===== src/rtl/vwbp_pkg.sv =====
// ----------------------------------------------------------------------------
// vwbp_pkg
// Shared types and constants of the variable-width bit packer.
// ----------------------------------------------------------------------------
package vwbp_pkg;

  localparam int STORE_BITS_DEF     = 4096;
  localparam int MAX_FIELD_BITS_DEF = 32;
  localparam int DATA_W             = 32;
  localparam int FWIDTH_W           = 6;
  localparam int CNT_OUT_W          = 13;
  localparam int WORD_W             = 32;
  localparam int OFF_W              = 5;

  typedef enum logic [2:0] {
    FUNC_APPEND_U = 3'd0,
    FUNC_APPEND_S = 3'd1,
    FUNC_READ_U   = 3'd2,
    FUNC_READ_S   = 3'd3,
    FUNC_RESTART  = 3'd4
  } func_e;

  typedef enum logic [2:0] {
    ST_OK        = 3'd0,
    ST_RANGE     = 3'd1,
    ST_FULL      = 3'd2,
    ST_PAST_END  = 3'd3,
    ST_BAD_WIDTH = 3'd4
  } status_e;

  typedef enum logic [1:0] {
    KIND_APPEND,
    KIND_READ,
    KIND_RESTART,
    KIND_NOP
  } kind_e;

  typedef enum logic {
    BK_IDLE,
    BK_MEM
  } back_state_e;

  typedef struct packed {
    kind_e                kind;
    logic                 is_signed;
    status_e              pre_status;
    logic [DATA_W-1:0]    data;
    logic [FWIDTH_W-1:0]  width;
  } cmd_t;

  typedef struct packed {
    logic [DATA_W-1:0]    read_value;
    status_e              status;
    logic [CNT_OUT_W-1:0] bits_written;
    logic [CNT_OUT_W-1:0] read_position;
  } res_t;

endpackage


===== src/rtl/vwbp_front.sv =====
// ----------------------------------------------------------------------------
// vwbp_front
// Decodes an incoming command and performs the width and range checks that
// do not depend on the store state.
// ----------------------------------------------------------------------------
module vwbp_front #(
  parameter int MAX_FIELD_BITS = vwbp_pkg::MAX_FIELD_BITS_DEF
) (
  input  logic [2:0]                      func_i,
  input  logic [vwbp_pkg::DATA_W-1:0]     data_i,
  input  logic [vwbp_pkg::FWIDTH_W-1:0]   width_i,
  output vwbp_pkg::cmd_t                  cmd_o
);

  localparam int WidthLimit = (MAX_FIELD_BITS < 32) ? MAX_FIELD_BITS : 32;

  logic        width_ok;
  logic [63:0] mask_w;
  logic [63:0] mask_wm1;
  logic [31:0] upper;
  logic [31:0] hi;
  logic        u_range_bad;
  logic        s_range_bad;

  assign width_ok    = (width_i >= 6'd1) &&
                       (width_i <= vwbp_pkg::FWIDTH_W'(WidthLimit));
  assign mask_w      = (64'd1 << width_i) - 64'd1;
  assign mask_wm1    = (64'd1 << (width_i - 6'd1)) - 64'd1;
  assign upper       = ~mask_wm1[31:0];
  assign hi          = data_i & upper;
  assign u_range_bad = (data_i & ~mask_w[31:0]) != 32'd0;
  assign s_range_bad = (hi != 32'd0) && (hi != upper);

  always_comb begin
    cmd_o.data       = data_i;
    cmd_o.width      = width_i;
    cmd_o.is_signed  = 1'b0;
    cmd_o.pre_status = vwbp_pkg::ST_OK;
    cmd_o.kind       = vwbp_pkg::KIND_NOP;
    unique case (func_i)
      vwbp_pkg::FUNC_APPEND_U: begin
        cmd_o.kind = vwbp_pkg::KIND_APPEND;
        if (!width_ok) begin
          cmd_o.pre_status = vwbp_pkg::ST_BAD_WIDTH;
        end else if (u_range_bad) begin
          cmd_o.pre_status = vwbp_pkg::ST_RANGE;
        end
      end
      vwbp_pkg::FUNC_APPEND_S: begin
        cmd_o.kind      = vwbp_pkg::KIND_APPEND;
        cmd_o.is_signed = 1'b1;
        if (!width_ok || (width_i < 6'd2)) begin
          cmd_o.pre_status = vwbp_pkg::ST_BAD_WIDTH;
        end else if (s_range_bad) begin
          cmd_o.pre_status = vwbp_pkg::ST_RANGE;
        end
      end
      vwbp_pkg::FUNC_READ_U: begin
        cmd_o.kind = vwbp_pkg::KIND_READ;
        if (!width_ok) begin
          cmd_o.pre_status = vwbp_pkg::ST_BAD_WIDTH;
        end
      end
      vwbp_pkg::FUNC_READ_S: begin
        cmd_o.kind      = vwbp_pkg::KIND_READ;
        cmd_o.is_signed = 1'b1;
        if (!width_ok) begin
          cmd_o.pre_status = vwbp_pkg::ST_BAD_WIDTH;
        end
      end
      vwbp_pkg::FUNC_RESTART: begin
        cmd_o.kind = vwbp_pkg::KIND_RESTART;
      end
      default: begin
        cmd_o.kind = vwbp_pkg::KIND_NOP;
      end
    endcase
  end

endmodule


===== config.mk =====
export PLATFORM = sky130hd
export DESIGN_NAME = vwbp_front
export DESIGN_NICKNAME = d
export VERILOG_FILES = /design/src/rtl/vwbp_pkg.sv /design/src/rtl/vwbp_front.sv
export SDC_FILE = /design/constraint.sdc
export NUM_CORES = 1
export LEC_CHECK = 0
export ABC_AREA = 1
export BUFFER_PORTS_ARGS = -buffer_cell sky130_fd_sc_hd__buf_2
export CAP_MARGIN = 10
export CORE_UTILIZATION = 59
export DETAILED_ROUTE_END_ITERATION = 16
export GPL_TIMING_DRIVEN = 0
export PLACE_DENSITY = 0.87
export SYNTH_ARGS = -nofsm -noshare
export SYNTH_HDL_FRONTEND = slang
export SYNTH_SLANG_ARGS = --single-unit

===== constraint.sdc =====
create_clock -name vclk -period 6.4
set_clock_uncertainty 0.05 [all_clocks]
set_input_delay 1.28 -clock vclk [all_inputs]
set_output_delay 1.28 -clock vclk [all_outputs]
set_load 0.005 [all_outputs]

==> impl_metrics.toml <==
[job]
drv_cap = 0

[floorplanning]
row_count = 23
die-area_sq_um = 4730
pin_count = 85
core_area_sq_um = 4140
chipHeight_um = 68.8
die_w_um = 68.8
start_util = 0.635

[status]
outcome = "completed"

[synth]
synthDistinctLibCells = 28
ys_top_cells_by_area = "nand2_1, nand3_1, buf_4, nor2_1, inv_1"
synth_nets = 587
synth_top_area_frac = 0.235
synthCells = 544
synth_area_sq_um = 2630
yosys.area.top_type = "nand2_1"
ys_warn_count = 0
yosysSeqAreaShare = 0
avgSynthCellArea_sq_um = 4.84

[finish]
n_antenna_cell = 0
drive_above_1_share = 0.270
fin_cells = 676
seq_cells = 0
nets = 671
fill_cells = 412
final_cell_mix = "nand2_1, buf_2, nand3_1"
nClkBuffers = 0
syn_to_final_growth_pct = 18.0
final_common_cell = "nand2_1"
register_area_sq_um = 0

[power_and_ir_drop]
p_per_area_nw_per_um2 = 73.4
p_int_uw = 87.6
ir_worst_vdd_v = 0.0000374
netSwitchingPower_uw = 140
p_seq_frac = 0
pwr-share-clk = 0
totalPowerFinal_uw = 228
switching_share = 0.616
p_comb_frac = 1.000
p_leak_nw = 2.23

[critical_path]
cp_cell_sequence = "buf_2, nor2_2, buf_4, nand3_1, ha_1, nand3b_1, nand2_1, nor2_1, nor3_1, nand3_1, nor2_1, nand2_1, nor2_1, nand2_1, nor2_1, nand2_1, nand3_1, nand2_1, buf_2"
critPathArrivalTime_ns = 3.83
end_kind = "output port"
required_ns = 5.07
criticalPathCategory = "input pin to output port"
worst_path_most_repeated_cell = "nand2_1"
start_kind = "input pin"
path_buf_inv = 3
cpMaxStageDelayCell = "ha_1"
slowest_delay_ns = 0.25
cpLargestDelayFamily = "simple AND/OR/NAND/NOR gates"
cp.depth = 19
cp_max_fo = 10

[timing]
tightest_slew_ns = 0.544
rsz0062_at_grt = "false"
whs_ns = 2.68
hold_viol = 0
setup_viol_count_final = 0
fin_ws_ns = 1.24
finalCritPeriodShare = 0.807
relSlewSlack = 0.634
fmax_mhz = 194
fin_setup_tns_ns = 0
report.final.slew_viol_count = 0
layout_min_cycle_time_ns = 5.16

[worst_hold_path]
hold_depth = 2
hold_path.class = "input pin to output port"

[global_route]
grt_pass1_vias = 3326
grt-ovfl-total = 0
antenna_found_initial = 0
grt_max_degree = 11
groute.usage.overall = 0.398
grt_pass1_wl_um = 14100

[routing]
vias = 3833
wl_met1_um = 3770
routed_wl_um = 9110
drtIter0Drc = 408
drc_errors = 0
top_layer = "met4"
first_pass_iters = 8
dr_wl_met2_um = 3910
met3_length_um = 1090
wl_per_cell_um = 13.5
viasPerCell = 5.67
antenna_left = 0

[place]
hpwl_um = 7750
portBuffers = 82
pre_cts_ws_ns = 1.33
place_congestion = 1.04
dp.cells = 676

[clocking]
hold_buffers = 0
cts.repair.resized = 0
post_cts_buffers = 0
## synth_stat cells (2+ instances only)
cell	n
o31ai_1	3
o21ai_1	3
nor2_2	19
nor4_1	2
nor2_4	5
nand2_2	4
a21oi_1	12
o21ai_0	20
ha_1	2
nand3_1	79
nor2_1	70
nand3_2	6
buf_4	44
nand2_1	165
inv_1	64
nand4_1	16
o22ai_1	2
nand3b_1	8
o21bai_1	5
inv_2	7
## cells by family (layout without fill, tap and decap cells)
logic type,Yosys count,count (layout),share of synthesized area
fa+ha+maj,2,2,0.00951
other cells,1,1,0.00143
compound gates,47,47,0.0999
buf+inv,116,198,0.228
simple gates,378,378,0.661
## stage by stage
stage           util  cell area (sq um)
6_report       0.749               3100
3_3_place_gp   0.749               3100
5_1_grt        0.749               3100
3_5_place_dp   0.749               3100
2_1_floorplan      -               2630
4_1_cts        0.749               3100
## path summary, 6_finish.rpt
kind,from,endpoint,slack (ns)
hold / removal,width_i[3],cmd_o[3],2.68
setup / recovery,width_i[4],cmd_o[38],1.24
## layer usage
layer / GRT usage / vias up
met4: 0.168 / 0
li1: - / 1886
met5: 0 / -
met1: 0.501 / 1667
met2: 0.646 / 244
met3: 0.0888 / 36
## layout make-up
cell class | count | area (sq um) | area share
Buffer | 45 | 334 | 0.108
Multi-Input combinational cell | 428 | 2030 | 0.654
Timing Repair Buffer | 82 | 410 | 0.132
Tap cell | 50 | 62.6 | 0.0202
Inverter | 71 | 267 | 0.0859
## power by group through the flow
stage / clock, mW / sequential (mW) / combinational (mW)
floorplan: 0 / 0 / 0.148
global placement: 0 / 0 / 0.215
detailed placement: 0 / 0 / 0.220
CTS: 0 / 0 / 0.221
global route: 0 / 0 / 0.253
finish: 0 / 0 / 0.228
Note: power is estimated with default switching activity, not from simulation.
