==> config.mk <==
export PLATFORM = sky130hd
export DESIGN_NAME = vwbp_fifo
export DESIGN_NICKNAME = d
export VERILOG_FILES = /design/src/rtl/vwbp_pkg.sv /design/src/rtl/vwbp_fifo.sv
export SDC_FILE = /design/constraint.sdc
export NUM_CORES = 1
export LEC_CHECK = 0
export ABC_AREA = 1
export BUFFER_PORTS_ARGS = -buffer_cell sky130_fd_sc_hd__buf_4
export CORE_MARGIN = 2
export CORE_UTILIZATION = 50
export CTS_CLUSTER_SIZE = 25
export DETAILED_ROUTE_END_ITERATION = 6
export GPL_TIMING_DRIVEN = 0
export PLACE_DENSITY = 0.89
export RECOVER_POWER = 25
export SLEW_MARGIN = 20
export SYNTH_ARGS = -nofsm -noshare
export SYNTH_HDL_FRONTEND = slang
export SYNTH_SLANG_ARGS = --single-unit
==> constraint.sdc <==
create_clock -name clk_i -period 3.9 [get_ports clk_i]
set_clock_uncertainty 0.2 [all_clocks]
set_input_delay 1.17 -clock clk_i [delete_from_list [all_inputs] [get_ports clk_i]]
set_output_delay 1.17 -clock clk_i [all_outputs]
set_load 0.1 [all_outputs]
==> src/rtl/vwbp_pkg.sv <==
// ----------------------------------------------------------------------------
// vwbp_pkg
// Shared types and constants of the variable-width bit packer.
// ----------------------------------------------------------------------------
package vwbp_pkg;

  localparam int STORE_BITS_DEF     = 4096;
  localparam int MAX_FIELD_BITS_DEF = 32;
  localparam int DATA_W             = 32;
  localparam int FWIDTH_W           = 6;
  localparam int CNT_OUT_W          = 13;
  localparam int WORD_W             = 32;
  localparam int OFF_W              = 5;

  typedef enum logic [2:0] {
    FUNC_APPEND_U = 3'd0,
    FUNC_APPEND_S = 3'd1,
    FUNC_READ_U   = 3'd2,
    FUNC_READ_S   = 3'd3,
    FUNC_RESTART  = 3'd4
  } func_e;

  typedef enum logic [2:0] {
    ST_OK        = 3'd0,
    ST_RANGE     = 3'd1,
    ST_FULL      = 3'd2,
    ST_PAST_END  = 3'd3,
    ST_BAD_WIDTH = 3'd4
  } status_e;

  typedef enum logic [1:0] {
    KIND_APPEND,
    KIND_READ,
    KIND_RESTART,
    KIND_NOP
  } kind_e;

  typedef enum logic {
    BK_IDLE,
    BK_MEM
  } back_state_e;

  typedef struct packed {
    kind_e                kind;
    logic                 is_signed;
    status_e              pre_status;
    logic [DATA_W-1:0]    data;
    logic [FWIDTH_W-1:0]  width;
  } cmd_t;

  typedef struct packed {
    logic [DATA_W-1:0]    read_value;
    status_e              status;
    logic [CNT_OUT_W-1:0] bits_written;
    logic [CNT_OUT_W-1:0] read_position;
  } res_t;

endpackage

==> src/rtl/vwbp_fifo.sv <==
// ----------------------------------------------------------------------------
// vwbp_fifo
// Two-entry command queue between the decode stage and the store engine.
// ----------------------------------------------------------------------------
module vwbp_fifo (
  input  logic           clk_i,
  input  logic           rst_ni,
  input  logic           push_i,
  input  vwbp_pkg::cmd_t push_data_i,
  output logic           full_o,
  input  logic           pop_i,
  output vwbp_pkg::cmd_t head_o,
  output logic           empty_o
);

  vwbp_pkg::cmd_t entry_q [2];
  logic           wr_ptr_q, wr_ptr_d;
  logic           rd_ptr_q, rd_ptr_d;
  logic [1:0]     count_q, count_d;
  logic           do_push;
  logic           do_pop;

  assign full_o  = count_q == 2'd2;
  assign empty_o = count_q == 2'd0;
  assign head_o  = entry_q[rd_ptr_q];
  assign do_push = push_i && !full_o;
  assign do_pop  = pop_i && !empty_o;

  always_comb begin
    wr_ptr_d = do_push ? ~wr_ptr_q : wr_ptr_q;
    rd_ptr_d = do_pop ? ~rd_ptr_q : rd_ptr_q;
    count_d  = count_q;
    if (do_push && !do_pop) begin
      count_d = count_q + 2'd1;
    end else if (do_pop && !do_push) begin
      count_d = count_q - 2'd1;
    end
  end

  always_ff @(posedge clk_i or negedge rst_ni) begin
    if (!rst_ni) begin
      wr_ptr_q <= 1'b0;
      rd_ptr_q <= 1'b0;
      count_q  <= 2'd0;
    end else begin
      wr_ptr_q <= wr_ptr_d;
      rd_ptr_q <= rd_ptr_d;
      count_q  <= count_d;
    end
  end

  always_ff @(posedge clk_i) begin
    if (do_push) begin
      entry_q[wr_ptr_q] <= push_data_i;
    end
  end

endmodule

==> summary.md, run 1 <==
| Metric | Value |
|---|---|
| Most common cell after layout, fill and taps aside | `nand2_1` |
| Mapped Area | `around 0.0034 sq mm` |
| Largest area contributor in the netlist | `edfxtp_1` |
| Clock net sink count | `92` |
| Final net count | `416` |
| DP HPWL | `about 4400 um` |
| # fillers | `478` |
| Fin crit period | `around 3.0 ns` |
| CP endpoint | `head_o[17]` |
| Router iterations before antenna repair | `4` |
| Setup crit end kind | `primary output` |
| GPL Wtd Cong | `slightly below 0.8` |
| Site row count | `30` |
| Max_cap viols | `0` |
| Die H | `87.0 um` |
| Reg area | `0.00274 sq mm` |
| Kind of critical path | `reg2out` |
| Area of the multi-input gates | `between 600 and 700 sq um` |
| R2R Setup Slk | `about 1.9 ns` |
| Setup crit start kind | `flip-flop` |
| Wirelength per Cell | `14.2 um` |
| Initial drt markers | `100` |
| Drt total wl | `approximately 6400 um` |
| Post_cts resized | `0` |
| Die ar. | `roughly 0.0076 sq mm` |
| Total grt overflow | `0` |
| Worst r2r path cells | `3` |
| Core box area | `0.00672 sq mm` |
| Worst-skew pair later-pin latency | `~0.34 ns` |
| Outcome | `finished, final reports clean` |
| CP Launch Point | `rd_ptr_q$_DFFE_PN0P_` |
| CP required | `approximately 2.5 ns` |
| Arrival time worst endpoint | `1.60 ns` |
| Total Routing Usage GR | `approximately 17%` |
| Ratio of cells with drive above 1 in the final layout | `32.3%` |
| Root Driver | `clkbuf_8` |
| Initial antenna violation count | `0` |
| Unrepaired setup endpoints after global routing | `no` |
| Hold Crit Class | `reg2reg` |
| Reg2reg end | `entry_q[1][7]$_DFFE_PP_` |
| Synth cell types | `18` |
| Most frequent cells in the layout | `141 x nand2_1, 88 x edfxtp_1, 66 x buf_4` |
| Detail Route Antenna Nets | `0` |
| Port buffer count | `93` |
| Largest net degree at the start of global routing | `25` |
| Setup bufs post-CTS | `0` |
| Die Span X | `slightly below 90 um` |
| Setup_tns | `0 ns` |
| Max Fclk | `around 0.34 GHz` |
| Area Growth Syn to Fin | `31.1%` |
| First-pass GRT wire length | `roughly 9800 um` |
| Starting Density | `about half` |
| Period utilisation layout | `between 70% and 80%` |
| Via count | `2187` |
| Vias in the first global route | `about 2.2k` |
| Slew @ Worst Pin | `between 0.7 and 0.8 ns` |
| IO Pins | `94` |
| R2r startpoint | `count_q[0]$_DFFE_PN0P_` |
| Slew HR | `roughly half` |
| #FFs+latches synth | `92` |
| Hold_buf cts | `0` |
| Clock buffer count from CTS | `9` |
| Hold Violations, Final | `0` |
| Synthesized instance count | `261` |
| Post-DR vias/cell | `between 4 and 5` |
| Seq/Total Area, Yosys | `79.7%` |
| # DRC | `0` |
| Yosys top cell area share | `between 70% and 80%` |
| Clock slew seen by the registers of the worst setup and hold paths | `0.09 ns` |
| Hold WS | `about 0.34 ns` |
| Final Slew Violations | `0` |
| Setup Viol. Count Final | `0` |
| Largest cells by area after synthesis | `edfxtp_1 77%, nand2_1 15%, dfrtp_1 2.9%` |
| Ys Warns | `0` |
| Syn Nets | `slightly above 300` |
| CTS tree | `built` |
| ANT cells | `0` |
| # H-tree levels | `3` |
| Critical Path Fanout Max | `10` |
| Maximum clock path buffer count | `2` |
| Syn Area/Cell | `approximately 13 sq um` |
## registers in the layout, indices dropped and copies added (netlist names)
| register | cells |
|---|---|
| count_q | 2 |
| entry_q | 88 |
| rd_ptr_q | 1 |
| wr_ptr_q | 1 |
## cell families after synthesis
family	Yosys count	synth area share (%)
AO/OA/AOI/OAI	2	0.291
XOR/XNOR	1	0.255
adder cells (fa/ha/maj)	1	0.364
buffers and inverters	17	2.73
flip-flops	92	79.7
AND/OR/NAND/NOR	148	16.7
## how the worst min path moves through the flow
stage                                    start                   end  slack, ns  cells past startpoint
final                     wr_ptr_q$_DFFE_PN0P_  wr_ptr_q$_DFFE_PN0P_       0.34                      2
after global routing      wr_ptr_q$_DFFE_PN0P_  wr_ptr_q$_DFFE_PN0P_       0.37                      2
after CTS                 wr_ptr_q$_DFFE_PN0P_  wr_ptr_q$_DFFE_PN0P_       0.33                      2
after detailed placement  wr_ptr_q$_DFFE_PN0P_  wr_ptr_q$_DFFE_PN0P_       0.31                      2
after global placement    wr_ptr_q$_DFFE_PN0P_  wr_ptr_q$_DFFE_PN0P_       0.26                      2
after floorplan           wr_ptr_q$_DFFE_PN0P_  wr_ptr_q$_DFFE_PN0P_       0.25                      2
## cell usage after synthesis
cell type / n
buf_2: 4
edfxtp_1: 88
buf_4: 4
inv_1: 6
xnor2_1: 1
nand4_1: 1
nand2_1: 141
buf_6: 1
o21ai_1: 2
nand3b_1: 1
ha_1: 1
nand3_1: 1
dfrtp_1: 4
nor2_2: 1
inv_2: 1
nor2_4: 1
inv_4: 1
nor2_1: 2
## per-stage QoR
step | worst slack (ns) | cell area (sq um) | utilization [%] | cells
2_1_floorplan | 0.158 | 3440 | - | 261
3_3_place_gp | -0.810 | 4240 | 63.1 | 434
3_5_place_dp | 1.15 | 4290 | 63.9 | 436
4_1_cts | 0.885 | 4530 | 67.4 | 452
5_1_grt | 0.818 | 4510 | 67.1 | 452
6_report | 0.926 | 4510 | 67.1 | 452
## metal layers
| metal | share of wire (%) | GRT usage (%) | up-vias | wire length [um] |
|---|---|---|---|---|
| li1 | - | - | 1084 | - |
| met1 | 41 | 19.8 | 1014 | 2600 |
| met2 | 52 | 30.3 | 72 | 3300 |
| met3 | 5.6 | 4.17 | 17 | 357 |
| met4 | 2.4 | 8.81 | 0 | 151 |
| met5 | 0 | 0 | - | 0 |
## worst max-delay path: stages (launching register included)
cell,delay (ns)
dfrtp_1,0.39
buf_6,0.15
inv_4,0.11
buf_4,0.19
nand2_1,0.07
nand2_1,0.07
buf_4,0.28
## area by class of cell
type,count,area share [%]
plain buffers,9,1.36
clock buffers,11,2.91
clock inverters,5,2.22
inverters,8,0.721
multi-input cells,152,13.6
flip-flops and latches,92,60.8
well taps,80,2.22
repair buffers,95,16.2
Power of run 1 is not shown: default switching activity piles up to over one toggle a cycle in this logic, so the estimate is an artifact.
==> inputs of run 2 (changes only) <==
- ABC_AREA: 1 -> 0
- PLACE_DENSITY: 0.89 -> 0.88
- clock period: 3.9 -> 3 ns (I/O delays scaled with it)
==> run 2 against run 1 <==
  * Sequential share of layout area is 1.8 points lower
  * Global-route usage is 2.8 points lower
  * Sequential cell count stayed put
  * Area after synthesis is 3.8% higher
  * Final cell count is 20% lower
  * Die area is 3.6% higher
  * Synthesized cell count is 40% lower
  * Non-clock buffer count is 4 lower
  * Register-to-register slack worse by 0.92 ns
  * Worst setup slack worse by 0.62 ns
  * Utilization is 0.57 points higher
  * Routed wire length is 17% lower
  * Critical endpoint is now head_o[32]
  * Highest routed layer unchanged
==> summary.md, run 2 <==
| Metric | Value |
|---|---|
| Placed Cells | `between 300 and 400` |
| Setup bufs post-CTS | `0` |
| Outcome | `finished, final reports clean` |
| Drt total wl | `5340 um` |
| Max reg flops | `between 80 and 90` |
| Reg2reg end | `entry_q[0][23]$_DFFE_PP_` |
| Starting Density | `a little over half` |
| Setup_tns | `0 ns` |
| Top post-synthesis cells by count | `88 x edfxtp_1, 39 x mux2_4, 5 x mux2_2, 4 x buf_12, 4 x dfrtp_1` |
| Core box area | `between 0.006 and 0.007 sq mm` |
| Largest area contributor in the netlist | `edfxtp_1` |
| Initial antenna violation count | `0` |
| Arrival time worst endpoint | `~1.6 ns` |
| Non-filler cells, final | `roughly 360` |
| Post_cts resized | `0` |
| Hold WS | `about 0.18 ns` |
| Via count | `1702` |
| Seq/Total Area, Yosys | `76.8%` |
| Slew HR | `between 50 and 60%` |
| Detail Route Antenna Nets | `0` |
| Hold_buf cts | `0` |
| Synth cell types | `15` |
| Number of synthesized flops with an enable pin | `a little under 90` |
| Period utilisation layout | `approximately nine tenths` |
| DP HPWL | `around 3700 um` |
| Vias in the first global route | `around 1.7k` |
| Mapped Area | `0.00357 sq mm` |
| Hold Violations, Final | `0` |
| Max_cap viols | `0` |
| Maximum clock path buffer count | `2` |
| Die H | `88.5 um` |
| Wirelength per Cell | `14.7 um` |
| Setup crit end kind | `primary output` |
| Ys Warns | `0` |
| Worst-skew pair later-pin latency | `between 0.3 and 0.4 ns` |
| Setup Viol. Count Final | `0` |
| # H-tree levels | `3` |
| Synthesized instance count | `between 150 and 200` |
| Kind of critical path | `reg2out` |
| Ratio of cells with drive above 1 in the final layout | `between 50% and 60%` |
| Area Growth Syn to Fin | `30.2%` |
| ANT cells | `0` |
| Most common cell in the netlist | `edfxtp_1` |
| Router iterations before antenna repair | `4` |
| Hold Crit Class | `in2async` |
| #FFs+latches synth | `92` |
| GPL Wtd Cong | `0.720` |
| Largest net degree at the start of global routing | `26` |
| Most frequent cells in the layout | `88 x edfxtp_1, 62 x buf_4, 39 x mux2_4` |
| Largest regs | `entry_q (88), count_q (2)` |
| Critical Path Fanout Max | `10` |
| Port buffer count | `93` |
| IO Pins | `94` |
| Setup crit start kind | `flip-flop` |
| Clock slew seen by the registers of the worst setup and hold paths | `approximately 0.080 ns` |
| Post-DR vias/cell | `approximately 4.7` |
| Most common cell after layout, fill and taps aside | `edfxtp_1` |
| Ys flop type | `edfxtp_1` |
| Root Driver | `clkbuf_8` |
| Top reg by flops | `entry_q` |
| Clock net sink count | `about 90` |
| Slew @ Worst Pin | `0.681 ns` |
| Die ar. | `about 0.0078 sq mm` |
| Max Fclk | `approximately 0.37 GHz` |
| Initial drt markers | `75` |
| Fraction of registers with async set/reset | `~4.3%` |
| First-pass GRT wire length | `8190 um` |
| Die Span X | `88.5 um` |
| CTS tree | `built` |
| Total Routing Usage GR | `between 10% and 20%` |
| Largest cells by area after synthesis | `edfxtp_1 74%, mux2_4 16%, dfrtp_1 2.8%` |
| Syn Nets | `slightly above 200` |
| # DRC | `0` |
| Dpl ws | `approximately 0.54 ns` |
| Final Slew Violations | `0` |
| Unrepaired setup endpoints after global routing | `no` |
| R2r startpoint | `count_q[0]$_DFFE_PN0P_` |
| CP required | `1.90 ns` |
| R2R Setup Slk | `around 0.97 ns` |
| Site row count | `30` |
| Syn Area/Cell | `22.9 sq um` |
| Clock buffer count from CTS | `9` |
| Post-route setup slack | `between 0.3 and 0.4 ns` |
| Worst r2r path cells | `4` |
| Yosys top cell area share | `74.0%` |
| Total grt overflow | `0` |
| Fin crit period | `around 2.7 ns` |
| Final net count | `a little over 300` |
| # fillers | `approximately 450` |
-- run 2: changes by cell type in the layout (fill, tap and decap cells not counted), moves of 2 or more --
| cell | previous run | this run |
|---|---|---|
| xor2_1 | 0 | 2 |
| buf_2 | 4 | 0 |
| inv_2 | 2 | 0 |
| mux2_4 | 0 | 39 |
| mux2_2 | 0 | 5 |
| xnor2_1 | 1 | 3 |
| inv_1 | 5 | 2 |
| buf_4 | 66 | 62 |
| nand2_1 | 141 | 1 |
| buf_12 | 1 | 4 |
-- run 2: metal layers --
layer / wire (um) / global-route usage, % / vias to the layer above
met2: 2740 / 23.2 / 60
met1: 2220 / 18.1 / 817
met4: 97 / 7.85 / 0
met3: 288 / 4.38 / 9
met5: 0 / 0 / -
li1: - / - / 816
-- run 2: cell families after synthesis --
group                      after synthesis  share of synthesized area [%]
AOI/OAI and AO/OA                        1                          0.140
xor gates and xnor gates                 5                           1.23
adders and majority gates                1                          0.350
buffers and inverters                    7                           2.77
DFF                                     92                           76.8
muxes                                   44                           18.0
and+or+nand+nor                          6                          0.771
-- run 2: worst max-delay path, cell delays in order, from the launching register on --
cell     delay (ns)
dfrtp_1        0.35
buf_6          0.18
buf_12         0.16
mux2_4         0.31
buf_4          0.23
-- run 2: stage by stage --
step	utilization (%)	instance area [sq um]
final	67.7	4650
after global routing	67.7	4650
after CTS	67.9	4660
after detailed placement	64.8	4450
after global placement	64.0	4390
after floorplan	-	3570
-- run 2: how the worst max path moves through the flow --
stage	from	to	slack, ns	cells past startpoint
4_1_cts	rd_ptr_q$_DFFE_PN0P_	head_o[3]	0.27	4
3_5_place_dp	push_i	entry_q[0][19]$_DFFE_PP_	0.54	4
6_report	rd_ptr_q$_DFFE_PN0P_	head_o[32]	0.31	4
3_3_place_gp	push_i	entry_q[0][43]$_DFFE_PP_	-0.41	3
2_1_floorplan	count_q[0]$_DFFE_PN0P_	empty_o	0.21	1
5_1_grt	rd_ptr_q$_DFFE_PN0P_	head_o[3]	0.23	4
-- run 2: layout make-up --
type | count | area [sq um] | area share, %
clock buffers | 11 | 131 | 2.82
flip-flops and latches | 92 | 2740 | 59.0
repair buffers | 95 | 742 | 16.0
inverters | 2 | 7.51 | 0.161
multi-input cells | 57 | 739 | 15.9
clock inverters | 5 | 76.3 | 1.64
plain buffers | 5 | 91.3 | 1.96
well taps | 96 | 120 | 2.58
Power of run 2 is left out for the same reason.
==> inputs of run 3 (changes only) <==
- CELL_PAD_IN_SITES_DETAIL_PLACEMENT: default -> 1
- CELL_PAD_IN_SITES_GLOBAL_PLACEMENT: default -> 1
- CORE_UTILIZATION: 50 -> 48
- PLACE_DENSITY: 0.88 -> 0.95
- clock period: 3 -> 3.25 ns (I/O delays scaled with it)
==> run 3 against run 2 <==
  * Global-route usage is 1.9 points higher
  * Critical path depth unchanged
  * Worst setup slack better by 0.18 ns
  * Clock-buffer cell count is the same
  * Critical path type unchanged
  * Die area up 4.0%
==> summary.md, run 3 (synthesized netlist as in run 2, its figures left out) <==
| Metric | Value |
|---|---|
| Starting Density | `approximately half` |
| GR Util met2 | `between 30% and 40%` |
| DP HPWL | `4700 um` |
| Die ar. | `just over 0.008 sq mm` |
| Post-DR vias/cell | `4.73` |
| R2R Setup Slk | `approximately 1.4 ns` |
| Most used routing layer | `met2` |
| Outcome | `finished, final reports clean` |
| Die H | `roughly 90 um` |
| Core box area | `slightly above 0.007 sq mm` |
| Most frequent cells in the layout | `88 x edfxtp_1, 63 x buf_4, 39 x mux2_4` |
| Root Driver | `clkbuf_8` |
| Vias in the first global route | `just under 2k` |
| Worst-skew pair later-pin latency | `about 0.33 ns` |
| Final Slew Violations | `0` |
| Clock net sink count | `between 90 and 100` |
| Buffers and inverters on the worst path | `3` |
| Initial drt markers | `53` |
| CP delay by family, top | `buffers and inverters` |
| Crit-path cells | `buf_6, buf_12, mux2_4, buf_4` |
| Met1 usage in global routing | `roughly 18%` |
| Total Routing Usage GR | `about 16%` |
| Site row count | `31` |
| Fin crit period | `2.76 ns` |
| Hold_buf cts | `0` |
| CP required | `2.07 ns` |
| # H-tree levels | `3` |
| Setup crit start kind | `flip-flop` |
| Arrival time worst endpoint | `1.58 ns` |
| Area Growth Syn to Fin | `30.5%` |
| Slowest CP cell | `dfrtp_1` |
| Setup Viol. Count Final | `0` |
| CTS tree | `built` |
| Hold Crit Class | `in2async` |
| GPL Wtd Cong | `0.640` |
| Setup bufs post-CTS | `0` |
| Top reg by flops | `entry_q` |
| Grt met3 use | `~6.0%` |
| Largest regs | `entry_q (88), count_q (2)` |
| Largest net degree at the start of global routing | `30` |
| Critical Path Fanout Max | `10` |
| Via count | `approximately 1.7k` |
| Port buffer count | `just over 90` |
| # fillers | `~650` |
| Worst r2r path cells | `4` |
| Total grt overflow | `0` |
| Slew HR | `between 60% and 70%` |
| Period utilisation layout | `84.8%` |
| Detail Route Antenna Nets | `0` |
| Unrepaired setup endpoints after global routing | `no` |
| Most common cell after layout, fill and taps aside | `edfxtp_1` |
| Setup_tns | `0 ns` |
| CP peak stage delay | `about 0.35 ns` |
| Slew @ Worst Pin | `between 0.4 and 0.5 ns` |
| Max_cap viols | `0` |
| Kind of critical path | `reg2out` |
| Clock slew seen by the registers of the worst setup and hold paths | `roughly 0.08 ns` |
| Max reg flops | `roughly 90` |
| Wirelength per Cell | `~17 um` |
| Max Fclk | `around 0.36 GHz` |
| Initial antenna violation count | `0` |
| Drt total wl | `6370 um` |
| Hold Violations, Final | `0` |
| # DRC | `0` |
| Router iterations before antenna repair | `3` |
| Clock buffer count from CTS | `9` |
| Maximum clock path buffer count | `2` |
| ANT cells | `0` |
| Setup crit end kind | `primary output` |
| R2r startpoint | `count_q[0]$_DFFE_PN0P_` |
| Ratio of cells with drive above 1 in the final layout | `a little under three fifths` |
| First-pass GRT wire length | `10000 um` |
| IO Pins | `94` |
| Post_cts resized | `0` |
| Die Span X | `between 90 and 100 um` |
| Final net count | `312` |
| Reg2reg end | `entry_q[0][18]$_DFFE_PP_` |
run 3: cell count changes in the layout (fill, tap and decap cells not counted), sizes merged:
cell    delta
buf        +2
clkbuf     -1
run 3: how the worst max path moves through the flow:
| stage | startpoint | endpoint | cells after the start |
|---|---|---|---|
| after floorplan | count_q[0]$_DFFE_PN0P_ | empty_o | 1 |
| after global placement | push_i | entry_q[0][4]$_DFFE_PP_ | 3 |
| after detailed placement | rd_ptr_q$_DFFE_PN0P_ | head_o[14] | 4 |
| after CTS | rd_ptr_q$_DFFE_PN0P_ | head_o[7] | 4 |
| after global routing | rd_ptr_q$_DFFE_PN0P_ | head_o[22] | 4 |
| final | rd_ptr_q$_DFFE_PN0P_ | head_o[14] | 4 |
run 3: cell type report:
cell class / count / area [sq um] / share of cell area, %
clock buffer: 11 / 131 / 2.82
tap: 99 / 124 / 2.66
multi-input combinational: 57 / 739 / 15.9
inverter: 2 / 7.51 / 0.161
buffer: 5 / 91.3 / 1.96
timing repair buffer: 96 / 751 / 16.1
sequential: 92 / 2740 / 58.8
clock inverter: 5 / 76.3 / 1.64
run 3: per-layer routing:
metal  vias to the layer above  part of all wire (%)
met3                         4                   6.4
met1                       855                    36
li1                        818                     -
met5                         -                     0
met2                        60                    57
met4                         0                  0.71
run 3: through the flow:
step | util [%] | area [sq um] | hold WS [ns] | std cells | setup WS (ns)
after floorplan | - | 3570 | 0.279 | 156 | 0.387
after global placement | 60.9 | 4400 | 0.299 | 348 | -0.294
after detailed placement | 62.1 | 4480 | 0.316 | 351 | 0.850
after CTS | 64.9 | 4690 | 0.201 | 367 | 0.461
after global routing | 64.6 | 4660 | 0.246 | 367 | 0.435
final | 64.6 | 4660 | 0.258 | 367 | 0.493
Power of run 3 is left out for the same reason.
